[config.mk]
export PLATFORM = sky130hd
export DESIGN_NAME = gregorian_date_step_unit
export DESIGN_NICKNAME = d
export VERILOG_FILES = /design/src/hw/rtl/gdsu_pkg.sv /design/src/hw/rtl/gregorian_date_step_unit.sv
export VERILOG_INCLUDE_DIRS = /design/src /design/src/hw/rtl
export SDC_FILE = /design/constraint.sdc
export NUM_CORES = 1
export LEC_CHECK = 0
export ABC_AREA = 1
export BUFFER_PORTS_ARGS = -buffer_cell sky130_fd_sc_hd__clkbuf_2
export CAP_MARGIN = 25
export CORE_ASPECT_RATIO = 1.2
export CORE_MARGIN = 5
export CORE_UTILIZATION = 55
export CTS_CLUSTER_DIAMETER = 120
export DETAILED_ROUTE_END_ITERATION = 8
export PLACE_DENSITY = 0.69
export SYNTH_ARGS = -nofsm -noshare
export SYNTH_HDL_FRONTEND = slang
export SYNTH_SLANG_ARGS = --single-unit
[constraint.sdc]
create_clock -name clk -period 7.95 [get_ports clk]
set_clock_uncertainty 0.15 [all_clocks]
set_input_delay 1.59 -clock clk [delete_from_list [all_inputs] [get_ports clk]]
set_output_delay 1.59 -clock clk [all_outputs]
set_load 0.02 [all_outputs]
[src/hw/rtl/gregorian_date_step_unit_assert.svh]
// assertion macros for the date step unit
`ifndef GREGORIAN_DATE_STEP_UNIT_ASSERT_SVH
`define GREGORIAN_DATE_STEP_UNIT_ASSERT_SVH

`ifndef NO_ASSERTIONS
`define GDSU_ASSERT(lbl, ck, rs, ante, cons, msg) \
  lbl: assert property (@(posedge ck) disable iff (rs) (ante) |-> (cons)) else $error(msg);
`define GDSU_ASSERT_NEXT(lbl, ck, rs, ante, cons, msg) \
  lbl: assert property (@(posedge ck) disable iff (rs) (ante) |=> (cons)) else $error(msg);
`else
`define GDSU_ASSERT(lbl, ck, rs, ante, cons, msg)
`define GDSU_ASSERT_NEXT(lbl, ck, rs, ante, cons, msg)
`endif

`endif

[src/hw/rtl/gdsu_pkg.sv]
// types, constants and calendar tables for the date step unit
`default_nettype none

package gdsu_pkg;

  localparam int YEAR_W = 14;
  localparam int MON_W  = 4;
  localparam int DAY_W  = 5;
  localparam int FUNC_W = 3;
  localparam int WD_W   = 3;
  localparam int DOY_W  = 9;
  localparam int ORD_W  = 2;
  localparam int MASK_W = 7;
  localparam int SUM_W  = 15;

  localparam int YEAR_LIMIT_DEFAULT = 9999;
  localparam logic [MASK_W-1:0] WEEKEND_MASK_RESET = 7'd96;

  typedef logic [YEAR_W-1:0] year_t;
  typedef logic [MON_W-1:0]  month_t;
  typedef logic [DAY_W-1:0]  day_t;
  typedef logic [FUNC_W-1:0] func_t;
  typedef logic [WD_W-1:0]   weekday_t;
  typedef logic [DOY_W-1:0]  doy_t;
  typedef logic [ORD_W-1:0]  order_t;
  typedef logic [MASK_W-1:0] mask_t;

  localparam func_t FN_LOAD       = 3'd0;
  localparam func_t FN_NEXT_DAY   = 3'd1;
  localparam func_t FN_PREV_DAY   = 3'd2;
  localparam func_t FN_NEXT_MONTH = 3'd3;
  localparam func_t FN_PREV_MONTH = 3'd4;
  localparam func_t FN_COMPARE    = 3'd5;

  localparam order_t ORD_BEFORE = 2'd0;
  localparam order_t ORD_EQUAL  = 2'd1;
  localparam order_t ORD_AFTER  = 2'd2;

  localparam month_t MON_JAN = 4'd1;
  localparam month_t MON_FEB = 4'd2;
  localparam month_t MON_DEC = 4'd12;

  localparam logic [5:0] DIV_CENTURY = 6'd25;
  localparam logic [5:0] DIV_WEEK    = 6'd7;

  function automatic day_t days_in_month(input month_t m, input logic lp);
    day_t len;
    begin
      case (m)
        4'd1, 4'd3, 4'd5, 4'd7, 4'd8, 4'd10, 4'd12: len = 5'd31;
        4'd4, 4'd6, 4'd9, 4'd11:                    len = 5'd30;
        4'd2:                                       len = lp ? 5'd29 : 5'd28;
        default:                                    len = 5'd0;
      endcase
      return len;
    end
  endfunction

  function automatic doy_t month_start(input month_t m);
    doy_t s;
    begin
      case (m)
        4'd1:    s = 9'd0;
        4'd2:    s = 9'd31;
        4'd3:    s = 9'd59;
        4'd4:    s = 9'd90;
        4'd5:    s = 9'd120;
        4'd6:    s = 9'd151;
        4'd7:    s = 9'd181;
        4'd8:    s = 9'd212;
        4'd9:    s = 9'd243;
        4'd10:   s = 9'd273;
        4'd11:   s = 9'd304;
        4'd12:   s = 9'd334;
        default: s = 9'd0;
      endcase
      return s;
    end
  endfunction

  // month term of the weekday sum, march-based month numbering folded in
  function automatic logic [4:0] wd_month_off(input month_t m);
    logic [4:0] o;
    begin
      case (m)
        4'd1:    o = 5'd28;
        4'd2:    o = 5'd31;
        4'd3:    o = 5'd2;
        4'd4:    o = 5'd5;
        4'd5:    o = 5'd7;
        4'd6:    o = 5'd10;
        4'd7:    o = 5'd12;
        4'd8:    o = 5'd15;
        4'd9:    o = 5'd18;
        4'd10:   o = 5'd20;
        4'd11:   o = 5'd23;
        4'd12:   o = 5'd25;
        default: o = 5'd0;
      endcase
      return o;
    end
  endfunction

  // leap test from the year and (year / 4) mod 25
  function automatic logic leap_of(input year_t y, input logic [4:0] r25);
    return (y[1:0] == 2'd0) && ((r25 != 5'd0) || (y[3:2] == 2'd0));
  endfunction

endpackage

`default_nettype wire

[src/hw/rtl/gregorian_date_step_unit.sv]
// date step unit: stored date, command sequencer and shared reciprocal divider
// each accepted word takes four divide passes on the one shared multiplier, each pass a
// reciprocal multiply, then the remainder, then use of it; an output state then writes the
// result word, and no new word is taken before that result word is written
// the input is stalled while a word is in work; a held result only delays the last step
// synchronous reset: date 1 january of year 1, weekend mask 96, no result pending
`default_nettype none

`include "gregorian_date_step_unit_assert.svh"

module gregorian_date_step_unit #(
  parameter int YEAR_LIMIT = gdsu_pkg::YEAR_LIMIT_DEFAULT
) (
  input  wire                   clk,
  input  wire                   rst,
  input  wire                   cfg_wr_en,
  input  wire  gdsu_pkg::mask_t cfg_wr_data,
  input  wire                   in_valid,
  output logic                  in_stall,
  input  wire  gdsu_pkg::func_t func,
  input  wire  gdsu_pkg::year_t in_year,
  input  wire  gdsu_pkg::month_t in_month,
  input  wire  gdsu_pkg::day_t  in_day,
  output logic                  out_valid,
  input  wire                   out_stall,
  output gdsu_pkg::year_t       out_year,
  output gdsu_pkg::month_t      out_month,
  output gdsu_pkg::day_t        out_day,
  output gdsu_pkg::weekday_t    weekday,
  output gdsu_pkg::doy_t        day_of_year,
  output logic                  is_weekend,
  output gdsu_pkg::day_t        days_to_month_end,
  output gdsu_pkg::doy_t        days_to_year_end,
  output gdsu_pkg::order_t      order,
  output logic                  range_error
);
  import gdsu_pkg::*;

  localparam logic [1:0] S_IDLE = 2'd0;
  localparam logic [1:0] S_DIV  = 2'd1;
  localparam logic [1:0] S_POST = 2'd2;
  localparam logic [1:0] S_FIN  = 2'd3;

  localparam logic [1:0] P_LEAP0 = 2'd0;
  localparam logic [1:0] P_LEAP1 = 2'd1;
  localparam logic [1:0] P_WDIV  = 2'd2;
  localparam logic [1:0] P_MOD7  = 2'd3;

  localparam int PROD_W = SUM_W + 16;

  // ceil(2^16 / 25) and ceil(2^18 / 7), exact over the dividend ranges used
  localparam logic [15:0] RECIP_CENTURY = 16'd2622;
  localparam logic [15:0] RECIP_WEEK    = 16'd37450;

  localparam year_t YL = YEAR_W'(YEAR_LIMIT);

  logic [1:0]       state;
  logic [1:0]       pass;
  logic             cnt;
  logic [SUM_W-1:0] dq;
  logic [12:0]      quo;
  logic [4:0]       rem;
  logic [SUM_W-1:0] s0;

  year_t    cur_year;
  month_t   cur_month;
  day_t     cur_day;
  mask_t    weekend_mask;
  func_t    op;
  year_t    iy;
  month_t   im;
  day_t     id;
  logic     err;
  logic     leap1;
  weekday_t wd;

  // shared reciprocal multiply, remainder from the registered quotient
  logic [5:0]        divisor;
  logic [15:0]       recip;
  logic [PROD_W-1:0] prod;
  logic [12:0]       quo_now;
  logic [SUM_W-1:0]  rem_now;

  assign divisor = (pass == P_MOD7) ? DIV_WEEK : DIV_CENTURY;
  assign recip   = (pass == P_MOD7) ? RECIP_WEEK : RECIP_CENTURY;
  assign prod    = PROD_W'(dq) * PROD_W'(recip);
  assign quo_now = (pass == P_MOD7) ? prod[PROD_W-1:18] : {1'b0, prod[27:16]};
  assign rem_now = dq - SUM_W'(quo) * SUM_W'(divisor);

  // leap of the year just divided
  year_t ysel;
  logic  leap_now;

  assign ysel     = ((pass == P_LEAP0) && (op == FN_LOAD)) ? iy : cur_year;
  assign leap_now = leap_of(ysel, rem);

  // command applied to the stored date
  year_t  cy_n;
  month_t cm_n;
  day_t   cd_n;
  logic   err_n;
  day_t   len_cur;
  day_t   len_new;

  always_comb begin
    cy_n    = cur_year;
    cm_n    = cur_month;
    cd_n    = cur_day;
    err_n   = 1'b0;
    len_cur = days_in_month(cur_month, leap_now);
    len_new = 5'd0;
    unique case (op)
      FN_LOAD: begin
        if ((iy != '0) && (iy <= YL) && (im >= MON_JAN) && (im <= MON_DEC) &&
            (id != '0) && (id <= days_in_month(im, leap_now))) begin
          cy_n = iy;
          cm_n = im;
          cd_n = id;
        end else begin
          err_n = 1'b1;
        end
      end
      FN_NEXT_DAY: begin
        priority if (cur_day < len_cur) begin
          cd_n = cur_day + 5'd1;
        end else if (cur_month < MON_DEC) begin
          cm_n = cur_month + 4'd1;
          cd_n = 5'd1;
        end else if (cur_year < YL) begin
          cy_n = cur_year + 14'd1;
          cm_n = MON_JAN;
          cd_n = 5'd1;
        end else begin
          err_n = 1'b1;
        end
      end
      FN_PREV_DAY: begin
        priority if (cur_day > 5'd1) begin
          cd_n = cur_day - 5'd1;
        end else if (cur_month > MON_JAN) begin
          cm_n = cur_month - 4'd1;
          cd_n = days_in_month(cur_month - 4'd1, leap_now);
        end else if (cur_year > 14'd1) begin
          cy_n = cur_year - 14'd1;
          cm_n = MON_DEC;
          cd_n = 5'd31;
        end else begin
          err_n = 1'b1;
        end
      end
      FN_NEXT_MONTH, FN_PREV_MONTH: begin
        priority if ((op == FN_NEXT_MONTH) && (cur_month == MON_DEC) && (cur_year >= YL)) begin
          err_n = 1'b1;
        end else if ((op == FN_PREV_MONTH) && (cur_month == MON_JAN) &&
                     (cur_year <= 14'd1)) begin
          err_n = 1'b1;
        end else begin
          if (op == FN_NEXT_MONTH) begin
            if (cur_month == MON_DEC) begin
              cy_n = cur_year + 14'd1;
              cm_n = MON_JAN;
            end else begin
              cm_n = cur_month + 4'd1;
            end
          end else begin
            if (cur_month == MON_JAN) begin
              cy_n = cur_year - 14'd1;
              cm_n = MON_DEC;
            end else begin
              cm_n = cur_month - 4'd1;
            end
          end
          // a year crossing lands on january or december, so the old leap bit serves
          len_new = days_in_month(cm_n, leap_now);
          if (cur_day > len_new) begin
            cd_n = len_new;
          end
        end
      end
      default: begin
      end
    endcase
  end

  // weekday sum parts
  logic             march_base;
  year_t            yy;
  logic [SUM_W-1:0] s0_n;
  logic [11:0]      q100;
  logic [SUM_W-1:0] wsum;
  year_t            accept_year;

  assign march_base  = (cur_month <= MON_FEB);
  assign yy          = cur_year - YEAR_W'(march_base);
  assign s0_n        = SUM_W'(cur_day) + SUM_W'(yy) + SUM_W'(yy[13:2]) +
                       SUM_W'(wd_month_off(cur_month));
  assign q100        = quo[11:0];
  assign wsum        = s0 - SUM_W'(q100) + SUM_W'(q100[11:2]);
  assign accept_year = (func == FN_LOAD) ? in_year : cur_year;

  // result fields of the stored date
  day_t   len_out;
  doy_t   doy;
  doy_t   ylen;
  order_t ord;

  always_comb begin
    len_out = days_in_month(cur_month, leap1);
    doy     = DOY_W'(cur_day) + month_start(cur_month) +
              DOY_W'((cur_month > MON_FEB) && leap1);
    ylen    = leap1 ? 9'd366 : 9'd365;
    priority if (cur_year != iy) begin
      ord = (cur_year < iy) ? ORD_BEFORE : ORD_AFTER;
    end else if (cur_month != im) begin
      ord = (cur_month < im) ? ORD_BEFORE : ORD_AFTER;
    end else if (cur_day != id) begin
      ord = (cur_day < id) ? ORD_BEFORE : ORD_AFTER;
    end else begin
      ord = ORD_EQUAL;
    end
  end

  assign in_stall = (state != S_IDLE);

  always_ff @(posedge clk) begin
    if (rst) begin
      state        <= S_IDLE;
      pass         <= P_LEAP0;
      cnt          <= 1'b0;
      cur_year     <= 14'd1;
      cur_month    <= MON_JAN;
      cur_day      <= 5'd1;
      weekend_mask <= WEEKEND_MASK_RESET;
      out_valid    <= 1'b0;
    end else begin
      if (cfg_wr_en) begin
        weekend_mask <= cfg_wr_data;
      end
      if (out_valid && !out_stall && (state != S_FIN)) begin
        out_valid <= 1'b0;
      end
      unique case (state)
        S_IDLE: begin
          if (in_valid) begin
            op    <= func;
            iy    <= in_year;
            im    <= in_month;
            id    <= in_day;
            pass  <= P_LEAP0;
            dq    <= SUM_W'(accept_year[13:2]);
            rem   <= '0;
            cnt   <= 1'b1;
            state <= S_DIV;
          end
        end
        S_DIV: begin
          if (cnt) begin
            quo <= quo_now;
            cnt <= 1'b0;
          end else begin
            rem   <= rem_now[4:0];
            state <= S_POST;
          end
        end
        S_POST: begin
          rem <= '0;
          unique case (pass)
            P_LEAP0: begin
              cur_year  <= cy_n;
              cur_month <= cm_n;
              cur_day   <= cd_n;
              err       <= err_n;
              dq        <= SUM_W'(cy_n[13:2]);
              cnt       <= 1'b1;
              pass      <= P_LEAP1;
              state     <= S_DIV;
            end
            P_LEAP1: begin
              leap1 <= leap_now;
              s0    <= s0_n;
              dq    <= SUM_W'(yy[13:2]);
              cnt   <= 1'b1;
              pass  <= P_WDIV;
              state <= S_DIV;
            end
            P_WDIV: begin
              dq    <= wsum;
              cnt   <= 1'b1;
              pass  <= P_MOD7;
              state <= S_DIV;
            end
            P_MOD7: begin
              wd    <= rem[WD_W-1:0];
              state <= S_FIN;
            end
            default: begin
            end
          endcase
        end
        S_FIN: begin
          if (!(out_valid && out_stall)) begin
            out_year          <= cur_year;
            out_month         <= cur_month;
            out_day           <= cur_day;
            weekday           <= wd;
            day_of_year       <= doy;
            is_weekend        <= weekend_mask[wd];
            days_to_month_end <= len_out - cur_day;
            days_to_year_end  <= ylen - doy;
            order             <= ord;
            range_error       <= err;
            out_valid         <= 1'b1;
            state             <= S_IDLE;
          end
        end
        default: begin
          state <= S_IDLE;
        end
      endcase
    end
  end

  `GDSU_ASSERT(a_date_valid, clk, rst, 1'b1, (cur_year != '0) && (cur_month >= MON_JAN) && (cur_month <= MON_DEC) && (cur_day != '0), "stored date left the calendar")
  `GDSU_ASSERT(a_rem_bound, clk, rst, state == S_POST, rem < divisor[4:0], "divider remainder not below divisor")
  `GDSU_ASSERT_NEXT(a_accept_start, clk, rst, in_valid && !in_stall, (state == S_DIV) && (pass == P_LEAP0), "accepted word did not start the first pass")

endmodule

`default_nettype wire

; ---- After elaboration in Yosys (flattened, before gate mapping)
; Memory sizes are Yosys's and may differ from the RTL's. A register that Yosys moved wholly into a read port is not among the register bits.
; Index checks and enable logic that the tools add are counted.
[totals]
regBits = 168
mem_bits_ro = 224
n_memories = 2
[classes]
n_addsub = 17
n_mul = 2
order_cmp = 19
eq_ne = 83
mux = 99
bitwise = 2
reduce_logical = 55
[memory_table]
columns = name, words, width, rd, rd_ports_with_merged_regs, write_ports, line_no
row1 = (no name shown), 16, 9, 1, 1, 0, gdsu_pkg.sv:62  ; case (m)
row2 = (no name shown), 16, 5, 1, 1, 0, gdsu_pkg.sv:85  ; case (m)
[ops]
columns = cell, n
row1 = 2-to-1 mux 14 bit, 13
row2 = case mux 5 bit (3 select lines), 6
row3 = 2-to-1 mux 5 bit, 17
row4 = "equality test 4 bit, second input constant", 20
row5 = 2-to-1 mux 4 bit, 20
row6 = "equality test 4 x 3 -> 1 bit, second input constant", 16
row7 = case mux 14 bit (4 select lines), 1
row8 = case mux 15 bit (3 select lines), 1
row9 = "equality test 4 x 2 -> 1 bit, second input constant", 8
row10 = multiplier 15 x 16 -> 31 bit, 1
row11 = case mux 15 bit (2 select lines), 1
row12 = "inequality test 2 bit, second input constant", 14
row13 = OR reduction 7 bit, 4
row14 = AND reduction 3 bit, 9
row15 = 2-to-1 mux 2 bit, 11
row16 = case mux 5 bit (4 select lines), 1
row17 = 2-to-1 mux 1 bit, 17
row18 = "equality test 4 x 1 -> 1 bit, second input constant", 4
row19 = 2-to-1 mux 16 bit, 1
row20 = case mux 4 bit (4 select lines), 1
row21 = OR reduction 4 bit, 4
row22 = adder 15 x 10 -> 15 bit, 1
row23 = adder 15 x 12 -> 15 bit, 1
row24 = adder 15 x 5 -> 15 bit, 1
row25 = 69 further kinds, 104

; ---- Depth between registers and ports, before layout
; Gate-level depths: netlist of run 1.
[logic_depth]
ltp_word = 17
mapped_depth = 30
mapped_depth_nobuf = 30

; ---- Worst setup path after synthesis of run 1
; No wires, ideal clock.
[synth_path]
kind = register to register
startpoint = reg pass[0]
endpoint = reg quo[4], data pin
arrival_time_ps = 5673
setup_slack_ps = 1874
path_stages_with_launch = 25
n_path_buf = 1
cell_sequence = dfxtp_1 -> ha_1 -> clkbuf_1 -> nor2_1 -> inv_1 -> fa_1 -> fa_1 -> fa_1 -> inv_1 -> fa_1 -> fa_1 -> inv_1 -> fa_1 -> inv_1 -> ha_1 -> a21oi_1 -> inv_1 -> a31oi_1 -> o21ai_0 -> a21oi_1 -> inv_1 -> a21o_1 -> or2_2 -> nand3_1 -> nand2_1
[synth_via]
elab_chain_cells = 4
[synth_rtl]
columns = item, line_no
row1 = from (decl), gregorian_date_step_unit.sv:58  ; logic [1:0] pass;
row2 = from (signal assigned), gregorian_date_step_unit.sv:228  ; pass <= P_LEAP0;
row3 = from (signal assigned), gregorian_date_step_unit.sv:249  ; pass <= P_LEAP0;
row4 = from (signal assigned), gregorian_date_step_unit.sv:275  ; pass <= P_LEAP1;
row5 = equality test 2 bit (*), "gregorian_date_step_unit.sv:85, gregorian_date_step_unit.sv:87"
row6 = 2-to-1 mux 16 bit, gregorian_date_step_unit.sv:85  ; assign recip = (pass == P_MOD7) ? RECIP_WEEK : RECIP_CENTURY;
row7 = multiplier 15 x 16 -> 31 bit, gregorian_date_step_unit.sv:86  ; assign prod = PROD_W'(dq) * PROD_W'(recip);
row8 = 2-to-1 mux 12 bit (*), gregorian_date_step_unit.sv:87  ; assign quo_now = (pass == P_MOD7) ? prod[PROD_W-1:18] : {1'b0, prod[27:16]};
row9 = via quo_now[4], gregorian_date_step_unit.sv:81  ; logic [12:0] quo_now;
row10 = to (signal assigned), gregorian_date_step_unit.sv:258  ; quo <= quo_now;
row11 = to (decl), gregorian_date_step_unit.sv:61  ; logic [12:0] quo;
; Mark *: on every way through the listed nets, which the timed path passes. The rest lies on a longest branch.
; A chain may end at the register's enable or synchronous reset.

; ---- Worst setup path in the final report of run 1
[layout_path]
startpoint = reg pass[1]
endpoint = reg quo[11], data pin
; Same word-level chain as after synthesis.

==> run_results.csv, run 1 <==
group,metric,value,unit
outcome,outcome,"completed",
floorplan,coreArea,0.0347,mm^2
clock_network,cts_hold_buf,0,
yosys,synthCells,2423,
clock_network,clkTransAtPathRegs,0.08,ns
yosys,synth_edf_count,131,
clock_network,post_cts_buffers,0,
min_path,hp-class,"reg2reg",
grt,grt-ovfl-total,0,
cells_and_area,regArea,0.00493,mm^2
setup_path,crit_fanout,17,
sta,period_share,85.4,%
place,dpl_cell_area,0.0201,mm^2
drt,drc,0,
clock_network,cts_max_level,4,
floorplan,initial_utilization,55.2,%
setup_path,r2r_slack,1.16,ns
drt,wl_per_cell,19.1,um
clock_network,cts_tree,"yes",
yosys,ys_async_sr_fraction,0,%
yosys,ys_seq_elements,181,
place,detailed_place_hpwl,46200,um
cells_and_area,fill_cells,3220,
sta,worst_hold_slack,0.284,ns
pwr,p_per_area,296,mW/mm^2
floorplan,num_io_pins,93,
clock_network,numCtsBuffers,17,
yosys,syn_avg_cell_area,7.91,um^2
yosys,netlist_area,0.0192,mm^2
grt,grt_pass1_wl,89700,um
grt,antenna_found_initial,0,
cells_and_area,final_area,0.0207,mm^2
yosys,yosys-top-cells-count,"484 x nand2_1, 429 x inv_1, 244 x ha_1",
yosys,synth.top_cell.area_share,20.5,%
cells_and_area,final_util,59.7,%
drt,drt_iter0_drc,1232,
clock_network,clock_latency,0.47,ns
place,place.gp.congestion,1.03,
clock_network,ctsResizeCount,0,
cells_and_area,antenna_cells,0,
grt,grt_max_degree,54,
yosys,synth_cell_types,61,
pwr,p_leak,0.0107,uW
pwr,irDropWorstVdd,0.000297,V
sta,period_needed,6.79,ns
floorplan,die-area,0.0387,mm^2
drt,detail-route-antenna-nets,0,
setup_path,reg2regPathDepth,19,
sta,fmaxAchievable,0.147,GHz
setup_path,crit_required,8.03,ns
flow_run,maxCapViolations,0,
place,numPortBuffers,92,
yosys,yosys.area.top_type,"edfxtp_1",
yosys,ys_dominant_reg_cell,"edfxtp_1",
drt,wl,56800,um
min_path,whs_path_depth,0,
setup_path,criticalPathCategory,"reg2reg",
sta,setup-violations-final,0,
setup_path,critPathCaptureType,"flop",
grt,gr-usage-all-layers,29.5,%
cells_and_area,nets,2902,
sta,rsz0062_at_grt,"no",
grt,first_global_vias,16900,
yosys,synth_area_leaders,"edfxtp_1 21%, ha_1 16%, fa_1 12%",
drt,vias,16600,
cells_and_area,layout-drive-gt1-share,9.49,%
yosys,syn_nets,2820,
yosys,yosysWarnings,0,
floorplan,dieWidth,180,um
sta,slew_headroom,38.4,%
floorplan,die_h,214,um
floorplan,fp-row-count,75,
yosys,yosysMostFrequentCell,"nand2_1",
cells_and_area,multi_input_area,0.0123,mm^2
setup_path,startpoint_type,"flop",
sta,slew_viol_final,0,
clock_network,clockBufferDepth,2,
drt,vias_per_cell,5.56,
sta,final_hold_viol_count,0,
setup_path,crit_arrival,6.87,ns
cells_and_area,area_growth_syn_to_layout,8.18,%
drt,dr.pass1.iters,6,
sta,worst_slew_pin_slew,0.915,ns
clock_network,clock_sinks,181,
yosys,yosysSeqAreaShare,25.7,%
clock_network,cts_root_buffer,"clkbuf_16",
sta,finalSetupTns,0,ns
==> cell type report <==
type	count	area share, %
clock inverter	15	0.972
timing repair buffer	108	2.80
tap	462	2.79
sequential	181	23.8
inverter	455	8.25
multi-input combinational	1742	59.3
clock buffer	17	2.05
==> cell usage in the layout, fill, tap and decap left out, drive strengths merged, types with 21 or more instances in the layout <==
| master | netlist | final |
|---|---|---|
| nand2 | 501 | 501 |
| inv | 449 | 460 |
| ha | 244 | 244 |
| nor2 | 197 | 197 |
| a21oi | 157 | 157 |
| o21ai | 149 | 149 |
| nand3 | 145 | 145 |
| edfxtp | 131 | 131 |
| fa | 115 | 115 |
| clkbuf | 21 | 109 |
| xor2 | 64 | 64 |
| dfxtp | 50 | 50 |
| nor3 | 25 | 25 |
| nand4 | 21 | 21 |
==> per-layer routing <==
metal	part of all wire, %	track usage, %	up-vias
met5	0	0	-
met4	6.4	16.8	0
met3	4.2	3.55	174
met2	52	53.7	514
met1	38	33.1	7853
li1	-	-	8038
==> registers in the layout, indices dropped and copies added, names as in the netlist, 2 cells and up, named ones only <==
register	count
quo	12
cur_month	4
pass	2
cur_day	5
dq	15
wd	3
state	2
out_year	14
out_month	4
days_to_year_end	9
rem	5
op	3
weekday	3
out_day	5
s0	15
im	4
day_of_year	9
cur_year	14
iy	14
days_to_month_end	5
order	2
weekend_mask	7
id	5
==> metrics by stage <==
step	total power (uW)	instances	setup WS (ns)
global placement	5160	2947	1.38
detailed placement	5220	2947	1.26
global route	6770	2980	0.866
finish	6140	2980	1.16
CTS	6160	2979	1.24
floorplan	4170	2423	1.87
==> kinds of logic (layout without fill, tap and decap cells) <==
group / count (synthesis) / after routing / share of synthesized area (%)
compound gates: 383 / 383 / 11.1
xor+xnor: 83 / 83 / 3.79
simple gates: 917 / 917 / 21.3
buf+inv: 500 / 595 / 10.1
flops: 181 / 181 / 25.7
fa+ha+maj: 359 / 359 / 27.9
==> worst paths after layout <==
check / from / endpoint
setup / recovery: pass[1] / quo[11]
hold / removal: err / range_error
setup reg to reg: pass[1] / quo[11]
hold reg to reg: err / range_error
==> critical path: stages, from the launching register on <==
cell and delay, ns:
dfxtp_1 0.43, ha_1 0.72, buf_4 0.36, inv_1 0.33, o21ai_0 0.48, fa_1 0.50, fa_1 0.51, fa_1 0.52
fa_1 0.50, ha_1 0.34, ha_1 0.37, a21oi_1 0.19, o21ai_0 0.16, a21oi_1 0.15, nand3_1 0.16, nand3_1 0.12
o2111ai_1 0.12, or2_2 0.30, nand3_1 0.07, nand2_1 0.05
==> where the power goes <==
part	internal, uW	switching [uW]
Sequential	1180	107
Combinational	1440	2510
Clock	439	470
Total	3050	3090
Power figures use the tool's default switching activity.
==> run 2: changes to the inputs <==
CORE_UTILIZATION = 25   (was 55)
PLACE_DENSITY = 0.35   (was 0.69)
==> run 2 against run 1 <==
  * Total power rose by 0.86%
  * Register-to-register slack better by 0.14 ns
  * Global-route usage decreased by 13 points
  * Combinational power up 2%
  * Routed wire length is 20% higher
  * Non-clock buffer count is 4 higher
  * Worst setup slack better by 0.14 ns
  * Cell area increased by 3.4%
  * Critical path depth is 10 higher
  * Clock power shrank 0.9%
  * Core utilization shrank 32 points
==> run_results.csv, run 2 (synthesized netlist as in run 1, its figures left out) <==
group,metric,value,unit
outcome,outcome,"completed",
grt,grt_max_degree,54,
grt,grt-ovfl-total,0,
cells_and_area,layout-drive-gt1-share,9.60,%
grt,antenna_found_initial,0,
pwr,irDropWorstVdd,0.000176,V
setup_path,crit_slowest_cell,"fa_1",
setup_path,startpoint_type,"flop",
drt,drt_iter0_drc,774,
clock_network,ctsResizeCount,0,
cells_and_area,layout_commonest_cell,"nand2_1",
setup_path,critPathCaptureType,"flop",
clock_network,numCtsBuffers,17,
place,detailed_place_hpwl,55200,um
floorplan,die-area,0.0823,mm^2
grt,grt_pass1_wl,104000,um
setup_path,crit_arrival,6.73,ns
drt,wl,67900,um
pwr,p_per_area,289,mW/mm^2
floorplan,die_h,313,um
clock_network,cts_tree,"yes",
min_path,hp-class,"reg2reg",
grt,gr-usage-all-layers,16.4,%
drt,drc,0,
drt,vias,16200,
sta,worst_slew_pin_slew,0.933,ns
sta,setup-violations-final,0,
clock_network,cts_root_buffer,"clkbuf_16",
cells_and_area,fill_cells,8381,
drt,dr.pass1.iters,5,
sta,slew_headroom,37.2,%
floorplan,dieWidth,263,um
sta,fmaxAchievable,0.150,GHz
clock_network,clock_sinks,181,
sta,period_share,83.7,%
setup_path,crit_required,8.03,ns
drt,vias_per_cell,4.58,
drt,wl_per_cell,19.2,um
flow_run,maxCapViolations,0,
drt,detail-route-antenna-nets,0,
sta,rsz0062_at_grt,"no",
floorplan,coreArea,0.0762,mm^2
sta,slew_viol_final,0,
setup_path,max_stage_delay,0.50,ns
cells_and_area,top_regs,"dq: 15 flops, s0: 15 flops",
place,place.gp.congestion,0.885,
clock_network,post_cts_buffers,0,
setup_path,crit_fanout,21,
sta,finalSetupTns,0,ns
sta,final_hold_viol_count,0,
grt,first_global_vias,17400,
cells_and_area,nets,2906,
clock_network,clkTransAtPathRegs,0.07,ns
cells_and_area,area_growth_syn_to_layout,11.8,%
floorplan,initial_utilization,25.1,%
pwr,p_leak,0.0107,uW
floorplan,fp-row-count,111,
clock_network,cts_max_level,4,
clock_network,clock_latency,0.48,ns
floorplan,num_io_pins,93,
cells_and_area,antenna_cells,0,
setup_path,criticalPathCategory,"reg2reg",
place,numPortBuffers,92,
clock_network,cts_hold_buf,0,
sta,period_needed,6.65,ns
sta,worst_hold_slack,0.304,ns
clock_network,clockBufferDepth,2,
cells_and_area,mostFrequentLayoutCells,"484 x nand2_1, 429 x inv_1, 244 x ha_1, 176 x nor2_1, 155 x a21oi_1",
[run 2: cell count changes in the layout (fill, tap and decap cells not counted), sizes merged]
cell	previous run	this run
bufinv	0	1
clkbuf	109	110
clkinv	10	11
inv	460	456
clkinvlp	0	1
buf	16	20
[run 2: layout make-up]
type	count	area [um^2]	area share (%)
Clock buffer	18	439	2.05
Clock inverter	14	158	0.736
Inverter	455	1710	7.98
Multi-Input combinational cell	1742	12300	57.4
Sequential cell	181	4930	23.0
Tap cell	1017	1270	5.94
Timing Repair Buffer	112	614	2.87
[run 2: metrics by stage]
stage	total power (uW)	util (%)	instances	setup slack [ns]	area (um^2)
after floorplan	4170	-	2423	1.87	19200
after global placement	5390	27.3	3506	1.35	20800
after detailed placement	5380	27.3	3507	1.27	20800
after CTS	6350	28.1	3539	1.26	21400
after global routing	6910	28.1	3539	0.766	21400
final	6200	28.1	3539	1.30	21400
[run 2: worst max-delay path, delay by kind of cell, from the launching register on]
kind            cells  cell delay [ns]
compound gates      4             0.64
simple gates       11             1.54
flops               1             0.36
buf+inv             6             0.57
fa+ha+maj           8             3.13
[run 2: final timing paths]
kind / from / endpoint / slack, ns / depth (start not counted)
setup / recovery: pass[0] / quo[11] / 1.30 / 29
hold reg to reg: rem[0] / wd[0] / 0.30 / 0
hold / removal: rem[0] / wd[0] / 0.30 / 0
setup reg to reg: pass[0] / quo[11] / 1.30 / 29
[run 2: power breakdown]
group,internal (uW),leakage (uW),total [uW],switching [uW]
Clock,455,0.000291,900,444
Sequential,1180,0.00161,1280,107
Combinational,1460,0.00877,4010,2550
[run 2: layer usage]
| layer | global-route usage [%] | share of wire (%) |
|---|---|---|
| met3 | 1.58 | 2.4 |
| met1 | 18.5 | 40 |
| met5 | 0 | 0 |
| met2 | 31.5 | 54 |
| met4 | 6.28 | 3.6 |
